==> config.mk <==
export PLATFORM = sky130hd
export DESIGN_NAME = lfu_head
export DESIGN_NICKNAME = d
export VERILOG_FILES = /design/src/rtl/lfu_pkg.sv /design/src/rtl/lfu_head.sv
export SDC_FILE = /design/constraint.sdc
export NUM_CORES = 1
export LEC_CHECK = 0
export ABC_CLOCK_PERIOD_IN_PS = 4100
export BUFFER_PORTS_ARGS = -buffer_cell sky130_fd_sc_hd__clkbuf_2
export CAP_MARGIN = 20
export CORE_ASPECT_RATIO = 0.8
export CORE_MARGIN = 4
export CORE_UTILIZATION = 56
export DETAILED_ROUTE_END_ITERATION = 16
export GPL_TIMING_DRIVEN = 1
export MAX_ROUTING_LAYER = met4
export PLACE_DENSITY = 0.83
export SYNTH_ARGS = -nofsm -noshare
export SYNTH_HDL_FRONTEND = slang
export SYNTH_SLANG_ARGS = --single-unit
==> constraint.sdc <==
create_clock -name i_clk -period 4.1 [get_ports i_clk]
set_input_delay 0.205 -clock i_clk [delete_from_list [all_inputs] [get_ports i_clk]]
set_output_delay 0.205 -clock i_clk [all_outputs]
set_load 0.1 [all_outputs]
==> src/rtl/lfu_pkg.sv <==
// shared constants and payload types for the lfu replacement policy
package lfu_pkg;

    // default geometry
    localparam int ENTRIES_DEF    = 64;
    localparam int COUNT_BITS_DEF = 16;
    localparam int STAMP_BITS_DEF = 32;

    // fixed field widths of the request and result channels
    localparam int MODE_W  = 2;
    localparam int SLOT_W  = 6;
    localparam int MINCNT_W = 16;

    // request modes
    localparam logic [MODE_W-1:0] MODE_TOUCH  = 2'd0;
    localparam logic [MODE_W-1:0] MODE_INSERT = 2'd1;
    localparam logic [MODE_W-1:0] MODE_REMOVE = 2'd2;

    typedef struct packed {
        logic [MODE_W-1:0] mode;
        logic [SLOT_W-1:0] slot;
    } t_req;

    typedef struct packed {
        logic                victim_valid;
        logic [SLOT_W-1:0]   victim_slot;
        logic [MINCNT_W-1:0] min_count;
    } t_res;

endpackage

==> src/rtl/lfu_head.sv <==
// chain entry: stamp counter, shadow valid bits and wave launch register
module lfu_head import lfu_pkg::*; #(
    parameter int ENTRIES    = ENTRIES_DEF,
    parameter int COUNT_BITS = COUNT_BITS_DEF,
    parameter int STAMP_BITS = STAMP_BITS_DEF,
    localparam int IDX_W     = $clog2(ENTRIES),
    localparam int WAVE_W    = 1 + MODE_W + 1 + IDX_W + 2 * STAMP_BITS
                               + 1 + IDX_W + COUNT_BITS + STAMP_BITS
) (
    input  logic              i_clk,
    input  logic              i_rst_n,
    input  logic              i_en,
    input  logic              i_acc,
    input  logic [MODE_W-1:0] i_mode,
    input  logic [SLOT_W-1:0] i_slot,
    output logic [WAVE_W-1:0] o_wave
);

    typedef struct packed {
        logic                  vld;
        logic [MODE_W-1:0]     mode;
        logic                  hit;
        logic [IDX_W-1:0]      idx;
        logic [STAMP_BITS-1:0] fresh;
        logic [STAMP_BITS-1:0] ref_ctr;
        logic                  found;
        logic [IDX_W-1:0]      best_idx;
        logic [COUNT_BITS-1:0] best_cnt;
        logic [STAMP_BITS-1:0] best_age;
    } t_wave;

    logic [ENTRIES-1:0]    r_valid, n_valid;
    logic [STAMP_BITS-1:0] r_ctr, n_ctr;
    t_wave                 r_wave, n_wave;
    logic                  hit;
    logic [IDX_W-1:0]      idx;
    logic                  do_stamp;

    // slot decode; indexes beyond the slot range are ignored
    assign hit = ({{(32 - SLOT_W){1'b0}}, i_slot} < 32'(ENTRIES));
    assign idx = IDX_W'(i_slot);

    // a touch takes a stamp only when the slot is live, insert always does
    always_comb begin
        do_stamp = 1'b0;
        n_valid  = r_valid;
        if (hit) begin
            case (i_mode)
                MODE_TOUCH:  do_stamp = r_valid[idx];
                MODE_INSERT: begin
                    do_stamp     = 1'b1;
                    n_valid[idx] = 1'b1;
                end
                MODE_REMOVE: n_valid[idx] = 1'b0;
                default:     ;
            endcase
        end
        n_ctr = r_ctr + STAMP_BITS'(do_stamp);
    end

    // launch the wave with the post-request counter as age reference
    always_comb begin
        n_wave          = '0;
        n_wave.vld      = i_acc;
        n_wave.mode     = i_mode;
        n_wave.hit      = hit;
        n_wave.idx      = idx;
        n_wave.fresh    = r_ctr;
        n_wave.ref_ctr  = n_ctr;
    end

    always_ff @(posedge i_clk) begin
        if (!i_rst_n) begin
            r_valid    <= '0;
            r_ctr      <= '0;
            r_wave.vld <= 1'b0;
        end else if (i_en) begin
            r_wave <= n_wave;
            if (i_acc) begin
                r_valid <= n_valid;
                r_ctr   <= n_ctr;
            end
        end
    end

    assign o_wave = r_wave;

endmodule

Word level (Yosys, flattened, before mapping)
Cells that the tools add are included.
{"block": "op_classes", "add_sub_neg": 1, "multipliers": 0, "div": 0, "order_cmp": 2, "n_eq_ne": 2, "shifts": 0, "n_mux": 6, "bitwise": 3, "n_reduce_logical": 6}
{"cell": "64-bit case mux with 2 select lines", "count": 1}
{"cell": "64-bit AND", "count": 1}
{"cell": "64-bit NOT", "count": 1}
{"cell": "64-bit OR", "count": 1}
{"cell": "32-bit by 1-bit adder with 32-bit output", "count": 1}
{"cell": "6-bit by 7-bit < comparator with 1-bit output (second input constant)", "count": 1}
{"cell": "1-bit binary-select mux with 6-bit select", "count": 1}
{"cell": "1-bit demux with 6-bit select", "count": 1}
{"cell": "6-bit by 1-bit greater-or-equal comparator with 1-bit output (second input constant)", "count": 1}
{"cell": "2-bit AND reduction", "count": 2}
{"cell": "3-bit AND reduction", "count": 1}
{"cell": "2-bit by 1-bit == test with 1-bit output (second input constant)", "count": 1}
{"cell": "2-bit == test (second input constant)", "count": 1}
{"cell": "2-bit logical NOT", "count": 1}
{"cell": "1-bit 2-to-1 mux", "count": 2}
{"cell": "1-bit case mux with 2 select lines", "count": 1}
{"cell": "2-bit nonzero test", "count": 1}
{"cell": "1-bit logical AND", "count": 1}
{"block": "word_totals", "ff_bits": 169, "latchBits": 0, "ramBits": 0, "rom_bits": 0, "in_bits": 12, "out_inout_bits": 129, "memories": 0}

Logic depth before layout (Yosys ltp)
{"block": "logic_depth", "word_depth": 7, "mapped_depth": 17, "ltp_nobuf": 14}

Worst setup path before layout
No wires, ideal clock.
{"block": "synth_path", "kind": "input to register", "start": "input port i_slot[1]", "end": "register r_ctr[24]", "setup_ps": 128, "t_arrival_ps": 3059, "required_ps": 3972, "slack_ps": 914, "stages": 17, "path_buffers": 3, "path_cell_list": "buf_4 > nor2b_1 > buf_6 > a22o_1 > a211oi_1 > o221ai_1 > or3_1 > o32a_1 > ha_1 > ha_1 > nand3_1 > nor4_2 > buf_2 > and4_2 > nand4_1 > xor2_1 > nor2_1"}
{"block": "synth_between", "elab_chain_len": 4}
{"item": "from (decl)", "line_no": "lfu_head.sv:15", "source": "input logic [SLOT_W-1:0] i_slot,"}
{"item": "1-bit binary-select mux with 6-bit select", "line_no": "lfu_head.sv:49", "source": "MODE_TOUCH: do_stamp = r_valid[idx];"}
{"item": "1-bit 2-to-1 mux (not written as such)", "line_no": "lfu_head.sv:49"}
{"item": "1-bit case mux with 2 select lines", "line_no": "lfu_head.sv:48", "source": "case (i_mode)"}
{"item": "32-bit by 1-bit adder with 32-bit output", "line_no": "lfu_head.sv:58", "source": "n_ctr = r_ctr + STAMP_BITS'(do_stamp);"}
{"item": "to (signal assigned)", "line_no": "lfu_head.sv:81", "source": "r_ctr <= n_ctr;"}
{"item": "to (decl)", "line_no": "lfu_head.sv:33", "source": "logic [STAMP_BITS-1:0] r_ctr, n_ctr;"}
Every way passes these cells. The select of a mux whose other input is x is not followed.
A chain may end at the register's enable or synchronous reset.

==> impl_metrics.env <==
export IMPL_status="finished clean"
export IMPL_p_leak_nw=3.15
export IMPL_htree_levels=4
export IMPL_post_cts_setup_buffer_count=0
export IMPL_ir_worst_vdd_v=0.000320
export IMPL_holdBufCountCts=0
export IMPL_worstPathRequired_ns=4.39
export IMPL_die_h_um=113
export IMPL_die_area_um2=15700
export IMPL_post_place_cells=979
export IMPL_min_from="i_mode[0]"
export IMPL_r2r_end="r_ctr[30]"
export IMPL_overflow=0
export IMPL_die_w_um=139
export IMPL_post_synth_num_cell_types=55
export IMPL_cts_sink_count=169
export IMPL_syn_inst=756
export IMPL_max_freq_mhz=290
export IMPL_io_buffers=84
export IMPL_r2r_setup_slack_ns=0.66
export IMPL_ys_ff_latch=169
export IMPL_end_kind="flop"
export IMPL_place_ws_ns=0.356
export IMPL_ant_nets=0
export IMPL_fin_crit_ns=3.44
export IMPL_synth_largest_area_cell="edfxtp_1"
export IMPL_slew_violations=0
export IMPL_cts_buffers=17
export IMPL_cp_cell_sequence="mux2i_1 -> mux4_2 -> o221ai_1 -> or3_1 -> o32a_1 -> ha_1 -> ha_1 -> nand3_1 -> nor4_2 -> buf_4 -> nand4_2 -> nor3_1 -> xnor2_1 -> nor2_1"
export IMPL_power_density_nw_per_um2=468
export IMPL_antenna_found_initial=0
export IMPL_clock_latency_ns=0.43
export IMPL_core_area_um2=13500
export IMPL_yosys_warnings=0
export IMPL_nFillCells=1044
export IMPL_ys_seq_area_share_pct=53.3
export IMPL_worst_path_max_fanout=11
export IMPL_grt_start_max_net_pins=73
export IMPL_max_slew_margin_pct=28.9
export IMPL_nNetsFinal=836
export IMPL_hp_class="in2reg"
export IMPL_crit_slowest_cell="mux4_2"
export IMPL_drv_cap=0
export IMPL_io_pin_count=141
export IMPL_start_util_pct=57.0
export IMPL_final_cell_mix="nor2_1 (116), dfxtp_1 (97), clkbuf_2 (84)"
export IMPL_syn_area_per_cell_um2=10.2
export IMPL_critPathMaxStageDelay_ns=0.49
export IMPL_report_final_setup_viol=0
export IMPL_r2r_cells=14
export IMPL_syn_area_um2=7700
export IMPL_cts_tree="built"
export IMPL_place_congestion=0.936
export IMPL_wl_per_cell_um=17.5
export IMPL_yosys_top_cells_area="edfxtp_1 (28%), dfxtp_1 (25%), buf_4 (5.9%)"
export IMPL_viasPerCell=5.70
export IMPL_fin_skew_ns=0.00812
export IMPL_critPathArrivalTime_ns=3.73
export IMPL_clockRootBuffer="clkbuf_16"
export IMPL_synth_top_area_share_pct=28.1
export IMPL_rows=38
export IMPL_path_clk_slew_ns=0.06
export IMPL_cts_max_path_buffers=2
export IMPL_grt_pass1_vias=5405
export IMPL_drive_gt1_share_pct=17.7
export IMPL_worst_slack_ns=0.657
export IMPL_drc=0
export IMPL_vias=5766
export IMPL_tightest_slew_ns=1.06
export IMPL_setup_tns_ns=0
export IMPL_drt_iter0_drc=691
export IMPL_ctsResizeCount=0
export IMPL_start_kind="flop"
export IMPL_hold_viol_final=0
export IMPL_period_share_pct=84.0
export IMPL_worst_setup_path_type="reg2reg"
export IMPL_antenna_cells=0
export IMPL_rsz0062_at_grt="false"
export IMPL_final_cells=1012
export IMPL_crit_top_cell="ha_1"
export IMPL_wl_um=17700
export IMPL_hpwl_um=11300
export IMPL_hold_path_depth=1
export IMPL_hold_path_endpoint="o_wave[126]"
export IMPL_synth_edf_count=72
export IMPL_ys_flop_type="dfxtp_1"
export IMPL_grt_pass1_wl_um=28300
export IMPL_track_usage_pct=23.1
export IMPL_mostFrequentLayoutCell="nor2_1"
export IMPL_area_growth_pct=12.2
export IMPL_dr_pass1_iters=5
export IMPL_postSynth_asyncResetShare_pct=0
## where the power goes
| part | internal [mW] | total (mW) | switching [mW] |
|---|---|---|---|
| clock network | 1.02 | 1.69 | 0.667 |
| registers | 1.78 | 1.79 | 0.00933 |
| logic | 0.0435 | 0.567 | 0.524 |
## area by class of cell
cell class	instances	area, um^2	share of cell area (%)
sequential	169	4100	47.5
multi-input combinational	526	3130	36.2
timing repair buffer	96	523	6.05
clock buffer	17	425	4.92
tap	180	225	2.61
clock inverter	15	198	2.29
inverter	9	33.8	0.391
## synth_stat cells (all sizes together), types with 2 or more instances
| master | n |
|---|---|
| and4 | 2 |
| buf | 66 |
| nand2b | 2 |
| mux2 | 8 |
| nor3 | 9 |
| mux2i | 10 |
| inv | 9 |
| nor2b | 3 |
| o22ai | 2 |
| nand3 | 15 |
| xor2 | 22 |
| or3b | 2 |
| dfxtp | 97 |
| a21oi | 42 |
| nor3b | 3 |
| nor2 | 116 |
| a22o | 7 |
| nand2 | 44 |
| a311oi | 16 |
| conb | 2 |
| a32oi | 2 |
| xnor2 | 33 |
| edfxtp | 72 |
| o2bb2ai | 2 |
| a221oi | 4 |
| a211oi | 34 |
| a32o | 4 |
| o21ai | 23 |
| nand3b | 5 |
| nor4 | 4 |
| clkbuf | 40 |
| and2 | 7 |
| ha | 5 |
| nand4 | 10 |
| and3 | 5 |
| or3 | 22 |
## worst max-delay path by stage
| stage | from | end | slack [ns] |
|---|---|---|---|
| after floorplan | i_slot[1] | r_ctr[24] | 0.91 |
| after global placement | i_slot[0] | r_ctr[24] | 0.46 |
| final | flop | r_ctr[30] | 0.66 |
| after detailed placement | i_slot[0] | r_ctr[24] | 0.36 |
| after CTS | flop | r_ctr[30] | 0.68 |
| after global routing | flop | r_ctr[30] | 0.43 |
## metrics by stage
step	util, %	instance area [um^2]	hold slack, ns	power, mW
after floorplan	-	7900	0.304	2.37
after global placement	59.2	8000	0.460	2.38
after detailed placement	59.2	8000	0.466	2.39
after CTS	63.8	8620	0.0443	4.06
after global routing	64.0	8640	0.0404	4.15
final	64.0	8640	0.0693	4.04
## critical path: cells and delay by family, from the launching register on
kind / cells / cell delay [ns]
simple gates: 6 / 1.22
compound gates: 2 / 0.35
mux: 2 / 0.59
flops: 1 / 0.34
buf+inv: 1 / 0.24
fa+ha+maj: 2 / 0.41
xor+xnor: 1 / 0.16
## metal layers
metal | up-vias | track usage [%] | part of all wire, %
met3 | 31 | 4.77 | 8.1
met1 | 2772 | 32.7 | 45
li1 | 2695 | - | -
met4 | 0 | 6.91 | 1.9
met2 | 268 | 34.0 | 45
met5 | - | - | 0
## cells by family (layout without fill, tap and decap cells)
kind of cell             count (synthesis)  after routing  share of synthesized area, %
flip-flops                             169            169                          53.3
AND/OR/NAND/NOR                        250            250                          15.7
AO/OA/AOI/OAI                          141            141                          12.3
buffers and inverters                  115            137                          8.73
multiplexers                            19             19                          2.76
other                                    2             56                        0.0975
XOR/XNOR                                55             55                          6.26
adder cells (fa/ha/maj)                  5              5                         0.813
No activity file was read; power rests on OpenSTA's default activity.
