$ cat config.mk
export PLATFORM = sky130hd
export DESIGN_NAME = lfu_cell
export DESIGN_NICKNAME = d
export VERILOG_FILES = /design/src/rtl/lfu_pkg.sv /design/src/rtl/lfu_cell.sv
export SDC_FILE = /design/constraint.sdc
export NUM_CORES = 1
export LEC_CHECK = 0
export ABC_CLOCK_PERIOD_IN_PS = 5500
export BUFFER_PORTS_ARGS = -buffer_cell sky130_fd_sc_hd__buf_4
export CAP_MARGIN = 10
export CORE_MARGIN = 10
export CORE_UTILIZATION = 48
export CTS_BUF_LIST = sky130_fd_sc_hd__clkbuf_4 sky130_fd_sc_hd__clkbuf_8 sky130_fd_sc_hd__clkbuf_16
export CTS_CLUSTER_DIAMETER = 60
export DETAILED_ROUTE_END_ITERATION = 6
export GPL_ROUTABILITY_DRIVEN = 0
export MAX_ROUTING_LAYER = met4
export PLACE_DENSITY = 0.81
export SYNTH_ARGS = -nofsm -noshare
export SYNTH_HDL_FRONTEND = slang
export SYNTH_SLANG_ARGS = --single-unit
export TNS_END_PERCENT = 100
$ cat constraint.sdc
create_clock -name i_clk -period 5.5 [get_ports i_clk]
set_input_delay 0.55 -clock i_clk [delete_from_list [all_inputs] [get_ports i_clk]]
set_output_delay 0.55 -clock i_clk [all_outputs]
set_load 0.02 [all_outputs]
$ cat src/rtl/lfu_pkg.sv
// shared constants and payload types for the lfu replacement policy
package lfu_pkg;

    // default geometry
    localparam int ENTRIES_DEF    = 64;
    localparam int COUNT_BITS_DEF = 16;
    localparam int STAMP_BITS_DEF = 32;

    // fixed field widths of the request and result channels
    localparam int MODE_W  = 2;
    localparam int SLOT_W  = 6;
    localparam int MINCNT_W = 16;

    // request modes
    localparam logic [MODE_W-1:0] MODE_TOUCH  = 2'd0;
    localparam logic [MODE_W-1:0] MODE_INSERT = 2'd1;
    localparam logic [MODE_W-1:0] MODE_REMOVE = 2'd2;

    typedef struct packed {
        logic [MODE_W-1:0] mode;
        logic [SLOT_W-1:0] slot;
    } t_req;

    typedef struct packed {
        logic                victim_valid;
        logic [SLOT_W-1:0]   victim_slot;
        logic [MINCNT_W-1:0] min_count;
    } t_res;

endpackage

$ cat src/rtl/lfu_cell.sv
// one slot: applies the passing request and folds itself into the victim search
module lfu_cell import lfu_pkg::*; #(
    parameter int ENTRIES    = ENTRIES_DEF,
    parameter int COUNT_BITS = COUNT_BITS_DEF,
    parameter int STAMP_BITS = STAMP_BITS_DEF,
    parameter int MY_IDX     = 0,
    localparam int IDX_W     = $clog2(ENTRIES),
    localparam int WAVE_W    = 1 + MODE_W + 1 + IDX_W + 2 * STAMP_BITS
                               + 1 + IDX_W + COUNT_BITS + STAMP_BITS
) (
    input  logic              i_clk,
    input  logic              i_rst_n,
    input  logic              i_en,
    input  logic [WAVE_W-1:0] i_wave,
    output logic [WAVE_W-1:0] o_wave
);

    typedef struct packed {
        logic                  vld;
        logic [MODE_W-1:0]     mode;
        logic                  hit;
        logic [IDX_W-1:0]      idx;
        logic [STAMP_BITS-1:0] fresh;
        logic [STAMP_BITS-1:0] ref_ctr;
        logic                  found;
        logic [IDX_W-1:0]      best_idx;
        logic [COUNT_BITS-1:0] best_cnt;
        logic [STAMP_BITS-1:0] best_age;
    } t_wave;

    t_wave                 w_in;
    t_wave                 r_wave, n_wave;
    logic                  r_valid, n_valid;
    logic [COUNT_BITS-1:0] r_cnt, n_cnt;
    logic [STAMP_BITS-1:0] r_stamp, n_stamp;
    logic                  sel;
    logic [STAMP_BITS-1:0] age;
    logic                  take;

    assign w_in = i_wave;
    assign sel  = w_in.vld && w_in.hit && (w_in.idx == IDX_W'(MY_IDX));

    // slot update for a request addressed here
    always_comb begin
        n_valid = r_valid;
        n_cnt   = r_cnt;
        n_stamp = r_stamp;
        if (sel) begin
            case (w_in.mode)
                MODE_TOUCH: begin
                    if (r_valid) begin
                        if (r_cnt != '1) begin
                            n_cnt = r_cnt + COUNT_BITS'(1);
                        end
                        n_stamp = w_in.fresh;
                    end
                end
                MODE_INSERT: begin
                    n_valid = 1'b1;
                    n_cnt   = COUNT_BITS'(1);
                    n_stamp = w_in.fresh;
                end
                MODE_REMOVE: n_valid = 1'b0;
                default:     ;
            endcase
        end
    end

    // lower count wins, then older stamp; earlier cells keep exact ties
    assign age  = w_in.ref_ctr - n_stamp;
    assign take = n_valid && (!w_in.found || (n_cnt < w_in.best_cnt) ||
                  ((n_cnt == w_in.best_cnt) && (age > w_in.best_age)));

    always_comb begin
        n_wave = w_in;
        if (take) begin
            n_wave.found    = 1'b1;
            n_wave.best_idx = IDX_W'(MY_IDX);
            n_wave.best_cnt = n_cnt;
            n_wave.best_age = age;
        end
    end

    always_ff @(posedge i_clk) begin
        if (!i_rst_n) begin
            r_valid    <= 1'b0;
            r_wave.vld <= 1'b0;
        end else if (i_en) begin
            r_wave  <= n_wave;
            r_valid <= n_valid;
            r_cnt   <= n_cnt;
            r_stamp <= n_stamp;
        end
    end

    assign o_wave = r_wave;

endmodule
# [Word level (Yosys, flattened, before mapping)]
# Cells that the tools add are included.
[word_totals] ff_bits=178 word_cells=41
[classes] addsub=2 order_cmp=2 eq_ne=4 mux=10 reduce_logical=10
[op_table] operator="$mux 32" count=2
[op_table] operator="$pmux 32 s2" count=1
[op_table] operator="$mux 16" count=3
[op_table] operator="$mux 48" count=1
[op_table] operator="$gt 32x32->1" count=1
[op_table] operator="$pmux 16 s2" count=1
[op_table] operator="$sub 32x32->32" count=1
[op_table] operator="$add 16x1->16 const B" count=1
[op_table] operator="$eq 16x16->1" count=1
[op_table] operator="$lt 16x16->1" count=1
[op_table] operator="$ne 16x16->1 const B" count=1
[op_table] operator="$logic_not 6->1" count=1
[op_table] operator="$logic_and 1x1->1" count=4
[op_table] operator="$eq 2x1->1 const B" count=1
[op_table] operator="$eq 2x2->1 const B" count=1
[op_table] operator="$logic_not 2->1" count=1
[op_table] operator="$logic_or 1x1->1" count=2
[op_table] operator="$pmux 1 s2" count=1
[op_table] operator="$reduce_and 2->1" count=1
[op_table] operator="$logic_not 1->1" count=1
[op_table] operator="$mux 1" count=1

# [Depth between registers and ports, before layout]
# Gate-level depths: netlist of run 1.
[depth] word_depth=10 ltp_mapped=29

# [Least setup slack after synthesis of run 1]
# OpenSTA, ideal clock, no wires.
[synth_path] path_kind="in2reg" start="in i_wave[120]" end="reg r_wave, in the netlist o_wave[35] (data pin)" setup_ps=260 t_arrival_ps=5738 setup_slack_ps=-497 cell_stages=26 path_buffers=3 path_cell_list="nor4b_1 and2_1 buf_2 o21a_1 buf_1 a22o_1 ha_1 inv_1 fa_1 a211oi_1 o21ai_1 o211ai_2 a21oi_1 o2111ai_1 nand3_1 a21o_1 and2_1 ha_1 and4_1 nand4_1 nor4_1 nor3b_2 a22oi_2 a21oi_4 buf_4 mux2_2"
[synth_lines] item="start: declaration" line_no="lfu_cell.sv:14" text="input logic [WAVE_W-1:0] i_wave,"
[synth_lines] item="end signal: assignment" line_no="lfu_cell.sv:89" text="r_wave <= n_wave;"
[synth_lines] item="end: declaration" line_no="lfu_cell.sv:32" text="t_wave r_wave, n_wave;"

==> summary.txt, run 1 <==
Power
  • Static Leak: just over 6 nW
  • Clock power frac: between 30% and 40%
  • Comb pwr share: between 20% and 30%
  • Seq pwr share: 44.4%
  • VDD IR-drop max: between 200 and 250 µV
  • Net switching power: 974.2 µW
  • Internal: 2.643 mW
  • Design Power: ~3.6 mW
  • Switching Fraction: between 20% and 30%
  • PwrDens: 253.3 nW/µm²

Floorplan
  • Die Y: ~160 µm
  • Row Count: 52
  • I/O pin cnt: 261
  • Initial core utilization: between 40% and 50%
  • Die ar.: around 26000 µm²
  • Core area: 20100 µm²
  • Chip width: around 160 µm

Global routing
  • GRT Total Usage: a little over a fifth
  • Remaining Overflow, GRT: 0
  • Largest net degree at the start of global routing: 90
  • Initial antenna violation count: 0
  • Vias in the first global route: 8130
  • First-pass GRT wire length: about 42000 µm

CTS
  • Number of CTS-inserted buffers: 17
  • Clock Tree Root: clkbuf_16
  • Max clock buf depth: 2
  • Clk sinks: ~180
  • TritonCTS clock tree: built
  • Clock latency on the worst-skew pair: 0.43 ns
  • CTS Hold Buffers Added: 0
  • H-tree Lvls: 4
  • Clock Pin Slew Worst Setup and Hold Paths: approximately 0.070 ns

Synth
  • Top cell type by total area after synthesis: edfxtp_1
  • Synth cell types: 73
  • Post-synth top area share: between 50% and 60%
  • Netlist Area Pre-Place: about 9800 µm²
  • Synth Flop Type: edfxtp_1
  • Async SR Flop Fraction: 0%
  • Synth Area per Inst: between 10 and 15 µm²
  • Synth area leaders: edfxtp_1, ha_1, inv_1, a21oi_1, nand2_1
  • Mapped Nets: 1052
  • Synth Instances: approximately 840
  • Syn. warnings: 0
  • #FFs+latches synth: between 150 and 200
  • Post-synth EDFFs: 176
  • Seq/Total Area, Yosys: between 50% and 60%

Setup path
  • Slowest CP cell: fa_2
  • Max FO, Critical Path: 6
  • CP endpoint kind: register
  • Crit Path Class: in2reg
  • CP startpoint kind: input port
  • Critical R2R Launch: r_valid$_SDFFE_PN0P_
  • Crit path from: i_wave[126]
  • R2R Setup Slk: 0.05 ns
  • Crit path DAT: ~5.7 ns
  • Most frequent CP cell: buf_6
  • CP Capture Point: o_wave[44]$_DFFE_PP_
  • Max stage delay on crit path: between 0.3 and 0.4 ns
  • R2r endpoint: o_wave[44]$_DFFE_PP_
  • Worst Path Required: approximately 5.7 ns
  • R2R cell count: 29

Final layout
  • NumNets Final: between 1000 and 1500
  • Antenna Cells: 0
  • Most frequent cells in the layout: buf_4, edfxtp_1, inv_1, ha_1, nand2_1
  • Most frequent standard cell in the layout excluding fill and tap cells: buf_4
  • Area Overhead vs Synth: 46.34%
  • Final core occ: between 70% and 80%
  • Layout cells sized above 1: ~43%

Drt
  • Vias after detailed routing: around 8300
  • WL final: about 30000 µm
  • Average wire per cell in the routed design: around 20 µm
  • Initial DRC Count: 603
  • Antenna Nets Post-Route: 0
  • Detailed Routing Iterations Pass 1: 5
  • Vias per cell: roughly 5.5
  • Remaining DRCs: 0

STA
  • Post-route minimum period: between 5 and 6 ns
  • Transition time of the tightest slew-check pin: about 1.2 ns
  • Hold Slack: slightly above 0.3 ns
  • Clock Skew: approximately 0.009 ns
  • Setup-failing EPs final: 11
  • Period Utilization, post-route: 100.9%
  • Slew Limit Fails: 0
  • Post-route setup slack: -0.04884 ns
  • Unrepaired setup endpoints after global routing: true
  • Endpoints failing hold: 0
  • Fmax: 180.2 MHz
  • Headroom to the max-slew limit: a little under a quarter

Placement
  • HPWL after DPL: between 20000 and 25000 µm
  • Setup slack at placement: -0.5629 ns
  • IO buf count: 260

Run
  • Max_cap viols: 0

Run status
  • Outcome: finished with violations
  • Failing checks: negative setup slack

Min path
  • Hold path startpoint: i_wave[123]
  • HP Class: in2reg
logic make-up after synthesis:
family	count (synthesis)	share of synthesized area, %
compound gates	221	15.04
xor+xnor	26	2.333
fa+ha+maj	83	10.72
buf+inv	115	4.653
flops	178	54.56
mux	23	2.628
simple gates	191	10.08
layout make-up:
cell class                 instances  area, µm²
multi-input combinational        544       4482
fill                            1378       5821
sequential                       178       5325
clock inverter                    13      133.9
inverter                          95      359.1
tap                              270      337.8
timing repair buffer             395       3206
clock buffer                      19      440.4
synth_stat cells (5+ instances only):
cell	n
edfxtp_1	176
inv_1	95
ha_1	82
nand2_1	70
a21oi_1	53
o21ai_0	38
nor2_1	26
a22oi_1	25
nand3_1	19
a21o_1	16
nand4_1	16
o21ai_1	16
xnor2_1	15
and2_1	14
mux2_1	14
xor2_1	11
clkbuf_1	9
o31ai_1	9
a22o_1	8
nor2b_1	8
o21a_1	8
o211ai_1	7
a31oi_1	6
and3_1	6
buf_2	6
mux2i_1	5
nand2b_1	5
per-stage QoR:
| stage | cell area (µm²) | TNS, ns | std cells |
|---|---|---|---|
| after floorplan | 9892 | 0 | 837 |
| after global placement | 12870 | -22.12 | 1449 |
| after detailed placement | 12870 | -25.29 | 1449 |
| after CTS | 13500 | -0.002213 | 1482 |
| after global routing | 14280 | -9.966 | 1514 |
| final | 14280 | -0.2698 | 1514 |
registers in the layout, summed over array words and instances, names as in the netlist:
register / flops
r_cnt: 16
o_wave: 129
r_valid: 1
r_stamp: 32
critical path, delay by kind of cell:
kind | cells | cell delay, ns
AO/OA/AOI/OAI | 13 | 2.32
XOR/XNOR | 1 | 0.14
buffers and inverters | 9 | 1.06
AND/OR/NAND/NOR | 5 | 0.64
adder cells (fa/ha/maj) | 4 | 1.01
repair_timing:
action / in CTS / in global routing
endpoints found under the setup margin: 43 / 54
pin swaps: 6 / 32
buffers inserted: 1 / 26
gates cloned: 0 / 6
gates resized for setup: 9 / 110
hold endpoints to repair: 0 / 0
worst min-delay path by stage:
stage | end | slack [ns] | cells after the start
floorplan | r_valid$_SDFFE_PN0P_ | 0.52 | 2
global placement | o_wave[128]$_SDFFE_PN0P_ | 0.50 | 2
detailed placement | o_wave[128]$_SDFFE_PN0P_ | 0.55 | 2
CTS | o_wave[96]$_DFFE_PP_ | 0.29 | 1
global route | o_wave[123]$_DFFE_PP_ | 0.29 | 1
finish | o_wave[123]$_DFFE_PP_ | 0.30 | 1
power groups by stage:
stage / clock (mW) / sequential (mW) / combinational [mW]
floorplan: 0 / 1.73 / 0.303
global placement: 0 / 1.63 / 0.718
detailed placement: 0 / 1.64 / 0.733
CTS: 1.21 / 1.61 / 0.743
global route: 1.27 / 1.61 / 0.885
finish: 1.20 / 1.61 / 0.814
routing by layer:
layer	GRT usage, %	vias to the layer above	part of all wire (%)
li1	-	3933	-
met1	23.60	3943	39
met2	34.51	364	50
met3	5.485	71	7.7
met4	8.320	0	3.5
met5	-	-	0
Power figures use the tool's default switching activity.
==> inputs of run 2 (changes only) <==
--- a/config.mk
+++ b/config.mk
@@ -5,17 +5,18 @@
 export SDC_FILE = /design/constraint.sdc
 export NUM_CORES = 1
 export LEC_CHECK = 0
+export ABC_AREA = 1
 export ABC_CLOCK_PERIOD_IN_PS = 5500
 export BUFFER_PORTS_ARGS = -buffer_cell sky130_fd_sc_hd__buf_4
 export CAP_MARGIN = 10
 export CORE_MARGIN = 10
-export CORE_UTILIZATION = 48
+export CORE_UTILIZATION = 50
 export CTS_BUF_LIST = sky130_fd_sc_hd__clkbuf_4 sky130_fd_sc_hd__clkbuf_8 sky130_fd_sc_hd__clkbuf_16
 export CTS_CLUSTER_DIAMETER = 60
 export DETAILED_ROUTE_END_ITERATION = 6
 export GPL_ROUTABILITY_DRIVEN = 0
 export MAX_ROUTING_LAYER = met4
-export PLACE_DENSITY = 0.81
+export PLACE_DENSITY = 0.82
 export SYNTH_ARGS = -nofsm -noshare
 export SYNTH_HDL_FRONTEND = slang
 export SYNTH_SLANG_ARGS = --single-unit
==> summary.txt, run 2 <==
STA
  • Clock Skew: between 0.01 and 0.015 ns
  • Slew Limit Fails: 0
  • Period Utilization, post-route: 91.99%
  • Setup TNS: 0 ns
  • Post-route minimum period: 5.060 ns
  • Fmax: ~200 MHz
  • Endpoints failing hold: 0
  • Transition time of the tightest slew-check pin: between 0.7 and 0.8 ns
  • Post-route setup slack: 0.4405 ns
  • Hold Slack: between 0.2 and 0.3 ns
  • Setup-failing EPs final: 0
  • Unrepaired setup endpoints after global routing: false
  • Headroom to the max-slew limit: 48.88%

Setup path
  • CP startpoint kind: input port
  • Worst Path Required: around 5.7 ns
  • Crit Path Class: in2reg
  • Crit path DAT: roughly 5.3 ns
  • Most frequent CP cell: nand2_1
  • Slowest CP cell: ha_1
  • Max stage delay on crit path: slightly above 0.3 ns
  • Max FO, Critical Path: 25
  • CP endpoint kind: register

Synth
  • Synth area leaders: edfxtp_1, nand2_1, ha_1, inv_1, nand3_1
  • Netlist Area Pre-Place: about 11000 µm²
  • Seq/Total Area, Yosys: 47.60%
  • Top-count cell post-synth: nand2_1
  • Synth cell types: 42
  • Synth Flop Type: edfxtp_1
  • Syn. warnings: 0
  • Top cell type by total area after synthesis: edfxtp_1
  • Synth Area per Inst: 8.325 µm²
  • #FFs+latches synth: around 180
  • Top post-synthesis cells by count: nand2_1, inv_1, edfxtp_1, nand3_1, ha_1
  • Async SR Flop Fraction: 0%
  • Synth Instances: about 1300
  • Post-synth EDFFs: between 150 and 200
  • Post-synth top area share: 47.24%
  • Mapped Nets: between 1500 and 2000

CTS
  • Number of CTS-inserted buffers: 17
  • Clock latency on the worst-skew pair: roughly 0.44 ns
  • Clock Pin Slew Worst Setup and Hold Paths: 0.07 ns
  • Clock Tree Root: clkbuf_16
  • Clk sinks: roughly 180
  • Max clock buf depth: 2
  • TritonCTS clock tree: built
  • H-tree Lvls: 4

Floorplan
  • Row Count: 54
  • Die Y: 169.6 µm
  • I/O pin cnt: between 200 and 300
  • Chip width: about 170 µm
  • Core area: about 22000 µm²
  • Die ar.: about 29000 µm²
  • Initial core utilization: about half

Final layout
  • Max reg flops: 129
  • NumNets Final: 1827
  • Most frequent cells in the layout: nand2_1, buf_4, inv_1, edfxtp_1, nand3_1
  • Most frequent standard cell in the layout excluding fill and tap cells: nand2_1
  • Layout cells sized above 1: 20.74%
  • Final non-filler cell total: between 1500 and 2000
  • Fillcell total: around 1800
  • Final core occ: 64.45%
  • Area Overhead vs Synth: 26.10%
  • Finished Cell Area: around 14000 µm²

Drt
  • WL final: about 33000 µm
  • Initial DRC Count: just over 1000
  • Vias per cell: about 5.4
  • Detailed Routing Iterations Pass 1: 7
  • Average wire per cell in the routed design: between 15 and 20 µm
  • Vias after detailed routing: just over 10000
  • Remaining DRCs: 0
  • Antenna Nets Post-Route: 0

Global routing
  • First-pass GRT wire length: around 52000 µm
  • GRT Total Usage: ~23%
  • Initial antenna violation count: 1
  • Largest net degree at the start of global routing: 95
  • Vias in the first global route: approximately 10000
  • Remaining Overflow, GRT: 0

Placement
  • Setup slack at placement: -0.01565 ns
  • HPWL after DPL: 25640 µm
  • Placement Cell Area: approximately 13000 µm²
  • Placed cells: roughly 1900
  • IO buf count: 260

Power
  • PwrDens: between 200 and 300 nW/µm²
  • Design Power: roughly 3.8 mW
  • Static Leak: approximately 7 nW
  • VDD IR-drop max: between 200 and 250 µV

Run status
  • Outcome: completed

Run
  • Max_cap viols: 0

Min path
  • HP Class: in2reg
==> run 2: cell count changes in the layout (fill, tap and decap cells not counted), moves of 14 or more <==
cell     delta
nand2_1   +348
buf_6      -14
nor2_1     +54
buf_4      -99
o22ai_1    +23
a22oi_1    -14
nand3_1    +94
xnor2_1    -14
inv_1     +154
==> run 2: worst paths after layout <==
kind                             from                  endpoint  slack [ns]  depth (start not counted)
min                        i_wave[94]      o_wave[94]$_DFFE_PP_        0.29                          1
max reg2reg      r_valid$_SDFFE_PN0P_      o_wave[37]$_DFFE_PP_        0.74                         26
max                       i_wave[120]      o_wave[37]$_DFFE_PP_        0.44                         32
min reg2reg  o_wave[128]$_SDFFE_PN0P_  o_wave[128]$_SDFFE_PN0P_        0.54                          2
==> run 2: kinds of logic (layout without fill, tap and decap cells) <==
| logic type | after synthesis | in the layout | synth area share [%] |
|---|---|---|---|
| buffers and inverters | 274 | 555 | 9.987 |
| other | 0 | 1 | 0 |
| DFF | 178 | 178 | 47.60 |
| adders and majority gates | 83 | 83 | 9.349 |
| AOI/OAI and AO/OA | 133 | 133 | 6.855 |
| and+or+nand+nor | 659 | 659 | 24.88 |
| xor gates and xnor gates | 17 | 17 | 1.331 |
==> run 2: power by group <==
part | switching, mW | internal [mW] | total (mW)
Clock | 0.554 | 0.800 | 1.35
Combinational | 0.488 | 0.303 | 0.791
Sequential | 0.0261 | 1.58 | 1.61
==> run 2: cell type report <==
cell class	count	area [µm²]	share of cell area, %
timing repair buffer	272	2079	14.74
inverter	251	947.2	6.713
sequential	178	5325	37.74
antenna	1	2.502	0.01774
tap	280	350.3	2.483
clock buffer	21	467.9	3.317
clock inverter	11	175.2	1.242
multi-input combinational	892	4761	33.74
==> run 2: timing repair <==
item | CTS | global route
resized for setup | 0 | 5
hold buffers | 0 | 0
setup endpoints to repair | 0 | 54
buffers inserted | 0 | 1
==> run 2: layer usage <==
layer  track usage (%)  vias to the layer above  part of all wire (%)
met5                 -                        -                     0
met3             5.327                       74                   9.7
met2             36.63                      533                    47
met1             28.16                     4698                    40
met4             8.818                        0                   3.3
li1                  -                     4925                     -
==> run 2: worst max-delay path: cells and delay by family <==
family	cells	cell delay (ns)
adders and majority gates	3	0.75
and+or+nand+nor	20	2.47
buffers and inverters	5	0.78
AOI/OAI and AO/OA	4	0.70
